`src/rtl/ctdg_pkg.sv`:
```
// Shared types, widths and helpers for the trilinear distance/gradient pipeline.
// No dependencies; used by every module of the block by scoped name.
package ctdg_pkg;

  localparam int SAMPLE_W   = 32;                  // corner and result sample width
  localparam int COORD_W    = 17;                  // coordinate width, Q0.16 plus the 1.0 code
  localparam int COORD_FRAC = 16;                  // fraction bits of a coordinate
  localparam int VAL_W      = SAMPLE_W + 2;        // internal value width (face diffs + headroom)
  localparam int DELTA_W    = VAL_W + 1;           // q - p
  localparam int PROD_W     = DELTA_W + COORD_W + 1;
  localparam int LERP_LAT   = 3;                   // register stages in one lerp unit
  localparam int LATENCY    = 12;                  // accept edge to sampled done

  localparam logic [COORD_W-1:0] COORD_ONE  = COORD_W'(1) << COORD_FRAC;
  localparam logic [PROD_W-1:0]  PROD_HALF  = PROD_W'(1) << (COORD_FRAC - 1);

  typedef logic signed [VAL_W-1:0]    val_t;
  typedef logic signed [SAMPLE_W-1:0] sample_t;
  typedef logic [COORD_W-1:0]         coord_t;

  typedef struct packed {
    val_t x;
    val_t y;
    val_t z;
  } grad_t;

  function automatic val_t widen(input sample_t v);
    return {{(VAL_W-SAMPLE_W){v[SAMPLE_W-1]}}, v};
  endfunction

  function automatic sample_t sat(input val_t v);
    logic hi_ones;
    logic hi_zeros;
    hi_ones  = &v[VAL_W-1:SAMPLE_W-1];
    hi_zeros = ~|v[VAL_W-1:SAMPLE_W-1];
    if (hi_ones || hi_zeros) begin
      return v[SAMPLE_W-1:0];
    end else if (v[VAL_W-1]) begin
      return {1'b1, {(SAMPLE_W-1){1'b0}}};
    end else begin
      return {1'b0, {(SAMPLE_W-1){1'b1}}};
    end
  endfunction

  function automatic coord_t clamp(input coord_t c);
    return (c > COORD_ONE) ? COORD_ONE : c;
  endfunction

endpackage

```
`src/rtl/ctdg_lerp.sv`:
```
// One linear step p + floor(((q - p) * t + half) / one), three register stages.
// Depends on ctdg_pkg.
module ctdg_lerp (
  input  logic           clk,
  input  ctdg_pkg::val_t   p,
  input  ctdg_pkg::val_t   q,
  input  ctdg_pkg::coord_t t,
  output ctdg_pkg::val_t   r
);

  logic signed [ctdg_pkg::DELTA_W-1:0] delta;
  ctdg_pkg::val_t                      p_s1;
  ctdg_pkg::coord_t                    t_s1;
  logic signed [ctdg_pkg::PROD_W-1:0]  prod;
  ctdg_pkg::val_t                      p_s2;
  logic [ctdg_pkg::PROD_W-1:0]         rnd;
  ctdg_pkg::val_t                      r_next;

  // stage 1: difference
  always_ff @(posedge clk) begin
    delta <= ctdg_pkg::DELTA_W'(q) - ctdg_pkg::DELTA_W'(p);
    p_s1  <= p;
    t_s1  <= t;
  end

  // stage 2: product, t taken as non-negative
  always_ff @(posedge clk) begin
    prod <= ctdg_pkg::PROD_W'(delta * $signed({1'b0, t_s1}));
    p_s2 <= p_s1;
  end

  // stage 3: round half up, floor shift, add base (result fits, wrap is exact)
  always_comb begin
    rnd    = prod + ctdg_pkg::PROD_HALF;
    r_next = p_s2 + ctdg_pkg::val_t'(rnd[ctdg_pkg::COORD_FRAC +: ctdg_pkg::VAL_W]);
  end

  always_ff @(posedge clk) begin
    r <= r_next;
  end

  a_t_zero: assert property (@(posedge clk)
    ($past(t, ctdg_pkg::LERP_LAT) == '0) |-> (r == $past(p, ctdg_pkg::LERP_LAT)))
    else $error("lerp with t=0 did not return p");

  a_t_one: assert property (@(posedge clk)
    ($past(t, ctdg_pkg::LERP_LAT) == ctdg_pkg::COORD_ONE) |-> (r == $past(q, ctdg_pkg::LERP_LAT)))
    else $error("lerp with t=1 did not return q");

endmodule

```
`config.mk`:
```
export PLATFORM = sky130hd
export DESIGN_NAME = ctdg_lerp
export DESIGN_NICKNAME = d
export VERILOG_FILES = /design/src/rtl/ctdg_pkg.sv /design/src/rtl/ctdg_lerp.sv
export SDC_FILE = /design/constraint.sdc
export NUM_CORES = 2
export LEC_CHECK = 0
export BUFFER_PORTS_ARGS = -buffer_cell sky130_fd_sc_hd__buf_4
export CAP_MARGIN = 40
export CORE_ASPECT_RATIO = 1.1
export CORE_UTILIZATION = 66
export CTS_BUF_LIST = sky130_fd_sc_hd__clkbuf_4
export DETAILED_ROUTE_END_ITERATION = 10
export GPL_TIMING_DRIVEN = 0
export PLACE_DENSITY = 0.85
export REMOVE_ABC_BUFFERS = 1
export SETUP_SLACK_MARGIN = 0.3
export SLEW_MARGIN = 20
export SYNTH_ARGS = -nofsm -noshare
export SYNTH_HDL_FRONTEND = slang
export SYNTH_SLANG_ARGS = --single-unit
```
`constraint.sdc`:
```
create_clock -name clk -period 8.2 [get_ports clk]
set_clock_uncertainty 0.1 [all_clocks]
set_input_delay 1.64 -clock clk [delete_from_list [all_inputs] [get_ports clk]]
set_output_delay 1.64 -clock clk [all_outputs]
set_load 0.02 [all_outputs]
```
==> flow_summary.toml <==
[flow_run]
max_cap_violations = 0

[synthesis]
async_reset_ff_share_pct = 0
yosysSeqAreaShare_pct = 14.01
synthCells = 2917
synth_top_cell_by_area = "fa_1"
yosys.area.top_type_share_pct = 40.47
synth_common_cells = "inv_1, fa_1, and2_1"
yosysUniqueCellTypes = 65
synth_seq_cells = 189
syn_area_sq_mm = 0.02701
synth.area.top_cells = "fa_1, dfxtp_1, inv_1"
yosysWarnings = 0
synth-edff-count = 0
syn_avg_cell_area_sq_um = 9.259
ys.flop_type = "dfxtp_1"
synth.most_common_cell = "inv_1"

[global_route]
grtUsageTotal_pct = 32.03
grt_start_max_net_pins = 36
grt_pass1_vias = 22030
grt-ovfl-total = 0
antenna_found_initial = 1
grt_pass1_wl_um = 104300

[placement]
hpwl_um = 49370
io_buffers = 119
gp_congestion = 0.8937
placedCellCount = 3463

[layout]
fillers = 2816
final_cells = 3501
drive_gt1_share_pct = 6.698
nets = 3787
areaGrowthSynthToFinish_pct = 6.393

[detailed_routing]
wl_met1_um = 22160
top_layer = "met4"
wl_um = 62270
drt-initial-drc-count = 1216
via_count = 19590
viasPerCell = 5.595
wl_per_cell_um = 17.79
first_pass_iters = 5
dr_wl_met3_um = 3535
ant_nets = 0
wl_met2_um = 32780
route.detailed.drc = 0

[timing]
drv_slew = 0
finalCritPeriodShare_pct = 93.97
hold_viol_final = 0
worstMarginPinSlew_ns = 0.9683
setup-tns-final_ns = 0
setup_viol_count_final = 0
post-route-min-period_ns = 7.706
relSlewSlack_pct = 35.36
fmax_mhz = 129.8
rsz0062_at_grt = "yes"

[critical_path]
worst-r2r-setup-slack_ns = 0.49
rr_worst_depth = 24
start_kind = "flop"
timing.rr.end = "prod[49]"
worstPathRequired_ns = 8.70
criticalPathCategory = "reg2reg"
arrival_ns = 8.21
critPathMaxStageDelay_ns = 0.76
cp-end-kind = "flop"
crit_chain = "buf_16 -> nand2_1 -> fa_1 -> inv_1 -> fa_1 -> inv_1 -> fa_1 -> inv_1 -> fa_1 -> fa_1 -> inv_1 -> fa_1 -> inv_1 -> ha_1 -> nand2_1 -> o21ai_1 -> a211oi_1 -> nor3_1 -> o311ai_2 -> a211oi_2 -> o21ai_2 -> a21oi_4 -> mux2i_1 -> nor4b_1"
path_common_cell = "fa_1"
critPathTopFamily = "adder cells"
worstPathMaxFanout = 21
critPathSlowestCell = "dfxtp_2"
path_buf_inv = 6
r2r-start = "t_s1[9]"

[die]
dieArea_sq_mm = 0.04173
fp-row-count = 77
start_util_pct = 67.06
fp.dieH_um = 214.2
io_pins = 120
core_area_sq_mm = 0.04027
die_width_um = 194.9

[cts]
cts_max_level = 4
cts_tree = "built"
cts_buffer_depth = 2
postCtsSetupBuffers = 0
worstSkewPairLatency_ns = 0.70
clock_sinks = 189
cts.clk_slew.worst_paths_ns = 0.16
cts_hold_buffers = 0
cts_made_buffers = 17
cts_resized = 0
cts_root_buffer = "clkbuf_4"

[run_status]
status = "completed"

[worst_hold_path]
worstHoldEndpoint = "p_s2[5]"
whs_path_depth = 0
min_path_type = "reg2reg"
min-delay-start = "p_s1[5]"
[layer usage]
layer	GRT usage [%]	vias up
li1	-	8735
met1	35.15	9806
met2	58.04	773
met3	4.986	273
met4	19.66	0
met5	0	-
[kinds of logic after synthesis]
family          after synthesis  share of synthesized area [%]
compound gates              227                          5.731
simple gates                827                          15.65
mux                           1                        0.03706
fa+ha+maj                   728                          48.90
buf+inv                     808                          11.23
xor+xnor                    137                          4.443
flops                       189                          14.01
[state kept, by name, indices dropped and copies added (netlist names)]
signal  cells
t_s1       17
p_s1       34
prod       35
r          34
delta      35
p_s2       34
[cell usage in the layout, fill, tap and decap left out, types with 11 or more instances in the layout]
cell / n
dfxtp_1: 172
nand2_1: 312
o21ai_0: 30
nand4_1: 11
ha_1: 182
nor2b_1: 12
fa_1: 546
xor2_1: 32
and3_1: 16
buf_4: 119
nor2_1: 59
clkbuf_4: 17
and2_1: 330
o21a_1: 11
inv_1: 715
nor3_1: 19
xnor2_1: 105
a21o_1: 39
a21oi_1: 73
dfxtp_2: 17
nand3_1: 29
[worst max-delay path by stage]
| stage | start | endpoint | depth (start not counted) | slack (ns) |
|---|---|---|---|---|
| 2_1_floorplan | t_s1[9] | prod[49] | 21 | 1.68 |
| 3_3_place_gp | t_s1[9] | prod[49] | 23 | -0.22 |
| 3_5_place_dp | t_s1[9] | prod[49] | 24 | 0.50 |
| 4_1_cts | t_s1[9] | prod[49] | 24 | 0.43 |
| 5_1_grt | t_s1[9] | prod[49] | 24 | 0.24 |
| 6_report | t_s1[9] | prod[49] | 24 | 0.49 |
[layout make-up]
class / instances / area (sq um) / share of cell area [%]
clock buffer: 17 / 127.6 / 0.4442
inverter: 715 / 2684 / 9.340
clock inverter: 15 / 175.2 / 0.6096
tap: 513 / 641.9 / 2.234
antenna: 2 / 5.005 / 0.01742
sequential: 189 / 3805 / 13.24
timing repair buffer: 130 / 1097 / 3.819
multi-input combinational: 1920 / 20200 / 70.29
[stage by stage]
stage                     hold slack (ns)  util, %  cell area (sq um)  worst slack [ns]
after floorplan                    0.2096        -              26660             1.679
final                              0.2447    71.35              28730            0.4945
after detailed placement           0.2121    70.43              28360            0.4983
after CTS                          0.2417    71.18              28670            0.4301
after global placement             0.2099    70.01              28190           -0.2163
after global routing               0.2424    71.34              28730            0.2444
Power is not shown: default switching activity piles up to over one toggle a cycle in this logic, so the estimate is an artifact.
