===== src/rtl/ctdg_pkg.sv =====
// Shared types, widths and helpers for the trilinear distance/gradient pipeline.
// No dependencies; used by every module of the block by scoped name.
package ctdg_pkg;

  localparam int SAMPLE_W   = 32;                  // corner and result sample width
  localparam int COORD_W    = 17;                  // coordinate width, Q0.16 plus the 1.0 code
  localparam int COORD_FRAC = 16;                  // fraction bits of a coordinate
  localparam int VAL_W      = SAMPLE_W + 2;        // internal value width (face diffs + headroom)
  localparam int DELTA_W    = VAL_W + 1;           // q - p
  localparam int PROD_W     = DELTA_W + COORD_W + 1;
  localparam int LERP_LAT   = 3;                   // register stages in one lerp unit
  localparam int LATENCY    = 12;                  // accept edge to sampled done

  localparam logic [COORD_W-1:0] COORD_ONE  = COORD_W'(1) << COORD_FRAC;
  localparam logic [PROD_W-1:0]  PROD_HALF  = PROD_W'(1) << (COORD_FRAC - 1);

  typedef logic signed [VAL_W-1:0]    val_t;
  typedef logic signed [SAMPLE_W-1:0] sample_t;
  typedef logic [COORD_W-1:0]         coord_t;

  typedef struct packed {
    val_t x;
    val_t y;
    val_t z;
  } grad_t;

  function automatic val_t widen(input sample_t v);
    return {{(VAL_W-SAMPLE_W){v[SAMPLE_W-1]}}, v};
  endfunction

  function automatic sample_t sat(input val_t v);
    logic hi_ones;
    logic hi_zeros;
    hi_ones  = &v[VAL_W-1:SAMPLE_W-1];
    hi_zeros = ~|v[VAL_W-1:SAMPLE_W-1];
    if (hi_ones || hi_zeros) begin
      return v[SAMPLE_W-1:0];
    end else if (v[VAL_W-1]) begin
      return {1'b1, {(SAMPLE_W-1){1'b0}}};
    end else begin
      return {1'b0, {(SAMPLE_W-1){1'b1}}};
    end
  endfunction

  function automatic coord_t clamp(input coord_t c);
    return (c > COORD_ONE) ? COORD_ONE : c;
  endfunction

endpackage


===== src/rtl/ctdg_out.sv =====
// Output register: saturation, threshold compare and the done strobe.
// Depends on ctdg_pkg.
module ctdg_out (
  input  logic                    clk,
  input  logic                    rst,
  input  logic                    in_valid,
  input  ctdg_pkg::val_t          dist_val,
  input  ctdg_pkg::grad_t         grad,
  input  ctdg_pkg::sample_t       threshold,
  output logic                    done,
  output ctdg_pkg::sample_t       distance,
  output ctdg_pkg::sample_t       gradient_x,
  output ctdg_pkg::sample_t       gradient_y,
  output ctdg_pkg::sample_t       gradient_z,
  output logic                    gradient_valid
);

  always_ff @(posedge clk) begin
    if (rst) begin
      done <= 1'b0;
    end else begin
      done <= in_valid;
    end
  end

  always_ff @(posedge clk) begin
    distance       <= ctdg_pkg::sat(dist_val);
    gradient_x     <= ctdg_pkg::sat(grad.x);
    gradient_y     <= ctdg_pkg::sat(grad.y);
    gradient_z     <= ctdg_pkg::sat(grad.z);
    gradient_valid <= (dist_val <= ctdg_pkg::widen(threshold));
  end

endmodule


===== config.mk =====
export PLATFORM = sky130hd
export DESIGN_NAME = ctdg_out
export DESIGN_NICKNAME = d
export VERILOG_FILES = /design/src/rtl/ctdg_pkg.sv /design/src/rtl/ctdg_out.sv
export SDC_FILE = /design/constraint.sdc
export NUM_CORES = 1
export LEC_CHECK = 0
export BUFFER_PORTS_ARGS = -buffer_cell sky130_fd_sc_hd__clkbuf_2
export CAP_MARGIN = 0
export CORE_AREA = 2 2 118 120
export CTS_CLUSTER_DIAMETER = 120
export DETAILED_ROUTE_END_ITERATION = 10
export DIE_AREA = 0 0 120 122
export GPL_TIMING_DRIVEN = 0
export PLACE_DENSITY = 0.79
export SYNTH_ARGS = -nofsm -noshare
export SYNTH_HDL_FRONTEND = slang
export SYNTH_SLANG_ARGS = --single-unit

===== constraint.sdc =====
create_clock -name clk -period 2.3 [get_ports clk]
set_input_delay 0.115 -clock clk [delete_from_list [all_inputs] [get_ports clk]]
set_output_delay 0.115 -clock clk [all_outputs]
set_load 0.05 [all_outputs]

==> results.md <==
* Status: completed
* Power Internal at about 4.8 mW
* Clock network fraction of total power at 0.408
* Final Setup Violations at 0
* Largest family of logic cells by synthesized area: simple AND/OR/NAND/NOR gates
* Synth Area per Inst at 8.47 um2
* Max-slew violation count at 0
* Final cell count without fillers at about 1200
* GRT Total Usage at 0.229
* Adder-cell share of the synthesized area at 0.0926
* Post-cts repair resize count at 0
* Power per cell area at around 850 mW/mm2
* Post-Syn Nets at approximately 750
* PnR worst setup slack at between 200 and 250 ps
* Hold crit path type: input port to flop
* Overall power at between 7 and 8 mW
* Hold buffers post-CTS at roughly 130
* Area Growth Syn to Fin at 80.2%
* Row count at 43
* CTS tree: done
* Final RePlAce weighted congestion at between 0.8 and 0.9
* Global-route wire length before repair at between 20 and 30 mm
* CTS Sinks at 130
* Mux share of post-synthesis cell area at 0.00327
* Post-CTS Setup Inserts at 0
* Met2 GRT Util at 0.413
* First DRT Iteration DRCs at 240
* GR peak layer: met2
* Critical Path Fanout Max at 3
* Worst endpoint required time at 2600 ps
* Total core area at 0.0135 mm2
* FILL cells at 1031
* Syn Std Cell Area at between 0.004 and 0.005 mm2
* Hold Startpoint: grad[65]
* Hold endpoint: gradient_y[0]$_DFF_P_
* Setup crit end kind: flop
* Fmax at about 480 MHz
* Residual DRC at 0
* DRT Pass-1 Iters at 5
* Switching part of the total power at 0.320
* Via density at ~4.6
* Met3 GRT Util at 0.0880
* Final net count at 1198
* Worst hold margin at 68.5 ps
* Initial Util at 0.340
* Sum of negative setup slack at 0 ps
* NetSw at around 2.3 mW
* Fin crit period at between 2000 and 2500 ps
* Synth Area in Compound Gates at 0.0460
* Die ar. at approximately 0.015 mm2
* Hold path depth at 3
* Die width at between 100 and 150 um
* Sequential share of the synthesized area at 0.567
* Via count at 5400
* Initial antenna violation count at 1
* Synthesis-stage register bit count at 130
* Largest net degree at the start of global routing at 17
* Fin. Hold Viols at 0
* Synth Area in Simple Gates at 0.241
* Comb pwr share at 0.237
* Root buf cell: clkbuf_16
* H-tree levels at 4
* Startpoint types: input port
* Num CTS Buffers at 17
* CTS Buffer Depth at 2
* Number of global-route vias before repair at roughly 5500
* Dpl ws at around 330 ps
* I/O pins at ~300
* DRT Wirelength at 17.3 mm
* Share of cells above drive strength 1 at 0.332
* Unrepaired setup endpoints after global routing: no
* Reg clk slew, reported paths at ~60 ps
* Synth Warn # at 0
* Post-DP HPWL at 10.6 mm
* Relative slew slack at 0.648
* Placed Cells at a little over 1000
* Antenna Nets Post-Route at 0
* Worst Path Arrival at around 2400 ps
* M1 GR Usage at 0.220
* GRT Residual Overflow at 0
* Flop pwr share at 0.356
* VDD IR max at 0.446 mV
* Max Cap Viol at 0
* Leakage dissipation at about 4.3 nW
* Antenna diodes at 0
* Port Buffers at 300
* Synthesized netlist cell count at around 540
* Synth Area in XOR/XNOR at 0
* Worst Tran Pin Value at 529 ps
* Fin crit share at 0.898
* WS Path Type: input port to flop
* Post-DR wirelength/cell at between 10 and 15 um
* Chip height at about 120 um
* Yosys cell types at 26
==> cells by family (layout without fill, tap and decap cells) <==
family,count (synthesis),after routing
flip-flops,130,130
AO/OA/AOI/OAI,35,35
multiplexers,1,1
adder cells (fa/ha/maj),34,34
buffers and inverters,62,526
AND/OR/NAND/NOR,280,280
==> final cells by class <==
type | count | area (um2) | area share
plain buffers | 28 | 105 | 0.0127
clock buffers | 18 | 429 | 0.0519
clock inverters | 14 | 204 | 0.0247
inverters | 34 | 128 | 0.0154
multi-input cells | 350 | 1760 | 0.212
flip-flops and latches | 130 | 2600 | 0.315
well taps | 180 | 225 | 0.0272
repair buffers | 432 | 2820 | 0.341
==> metal layers <==
metal / up-vias / wire length (um)
met5: - / 12
met4: 2 / 820
met3: 74 / 1420
met2: 276 / 8810
met1: 2458 / 6200
li1: 2590 / -
==> state kept, by name (all words and copies together), names as in the netlist <==
register / count
gradient_valid: 1
distance: 32
gradient_z: 32
gradient_y: 32
gradient_x: 32
done: 1
==> power by group through the flow <==
| stage | Combinational (mW) | Sequential (mW) | Clock (mW) |
|---|---|---|---|
| 4_1_cts | 1.64 | 2.51 | 2.92 |
| 5_1_grt | 1.77 | 2.53 | 3.03 |
| 3_3_place_gp | 1.44 | 2.55 | 0 |
| 3_5_place_dp | 1.45 | 2.55 | 0 |
| 6_report | 1.67 | 2.51 | 2.88 |
| 2_1_floorplan | 0.309 | 3.25 | 0 |
==> cell usage in the layout (no fill, tap or decap), drive strengths merged <==
cell type and instances:
nand4 5, a211oi 3, a21boi 3, nor2b 2
mux2 1, clkbuf 346, o22ai 3, clkinv 5
dlygate4sd3 132, a21o 2, o211ai 3, nand3 3
ha 34, inv 37, bufinv 4, o21ai 5
nor2 190, nor4 2, o21bai 1, a22oi 1
nor3 1, and3 1, nand2b 1, nand2 75
dfxtp 130, clkinvlp 2, a21oi 14
==> cell usage after synthesis <==
library cell	n	share of area
a211oi_1	3	0.0049
a21boi_0	3	0.0049
a21o_1	2	0.0033
a21oi_1	14	0.015
a22oi_1	1	0.0016
and3_1	1	0.0014
clkbuf_1	28	0.023
dfxtp_1	130	0.57
ha_1	34	0.093
inv_1	34	0.028
mux2_4	1	0.0033
nand2_1	75	0.061
nand2b_1	1	0.0014
nand3_1	3	0.0033
nand4_1	4	0.0054
nand4_2	1	0.0027
nor2_1	190	0.16
nor2b_1	2	0.0027
nor3_1	1	0.0011
nor4_1	1	0.0014
nor4_4	1	0.0046
o211ai_1	3	0.0049
o21ai_0	4	0.0044
o21ai_1	1	0.0011
o21bai_1	1	0.0016
o22ai_1	3	0.0041
==> through the flow <==
step	cell area [um2]	utilization
final	8270	0.613
after global routing	8270	0.613
after detailed placement	6320	0.468
after global placement	6320	0.468
after floorplan	4590	-
after CTS	8270	0.613
==> worst max-delay path, stage by stage <==
cell,delay [ps]
dlygate4sd3_1,530
clkbuf_2,110
ha_1,310
nand4_1,200
nor4_1,400
o211ai_1,140
a21oi_1,170
a211oi_1,80
mux2_4,300
==> worst max-delay path by stage <==
stage / from / to / slack [ps] / depth (start not counted)
finish: dist_val[25] / gradient_valid$_DFF_P_ / 240 / 9
global route: dist_val[25] / gradient_valid$_DFF_P_ / 40 / 9
CTS: dist_val[25] / gradient_valid$_DFF_P_ / 240 / 9
detailed placement: threshold[25] / gradient_valid$_DFF_P_ / 330 / 9
global placement: threshold[25] / gradient_valid$_DFF_P_ / 420 / 9
floorplan: threshold[16] / gradient_valid$_DFF_P_ / 650 / 8
(Power assumes the default switching activity.)
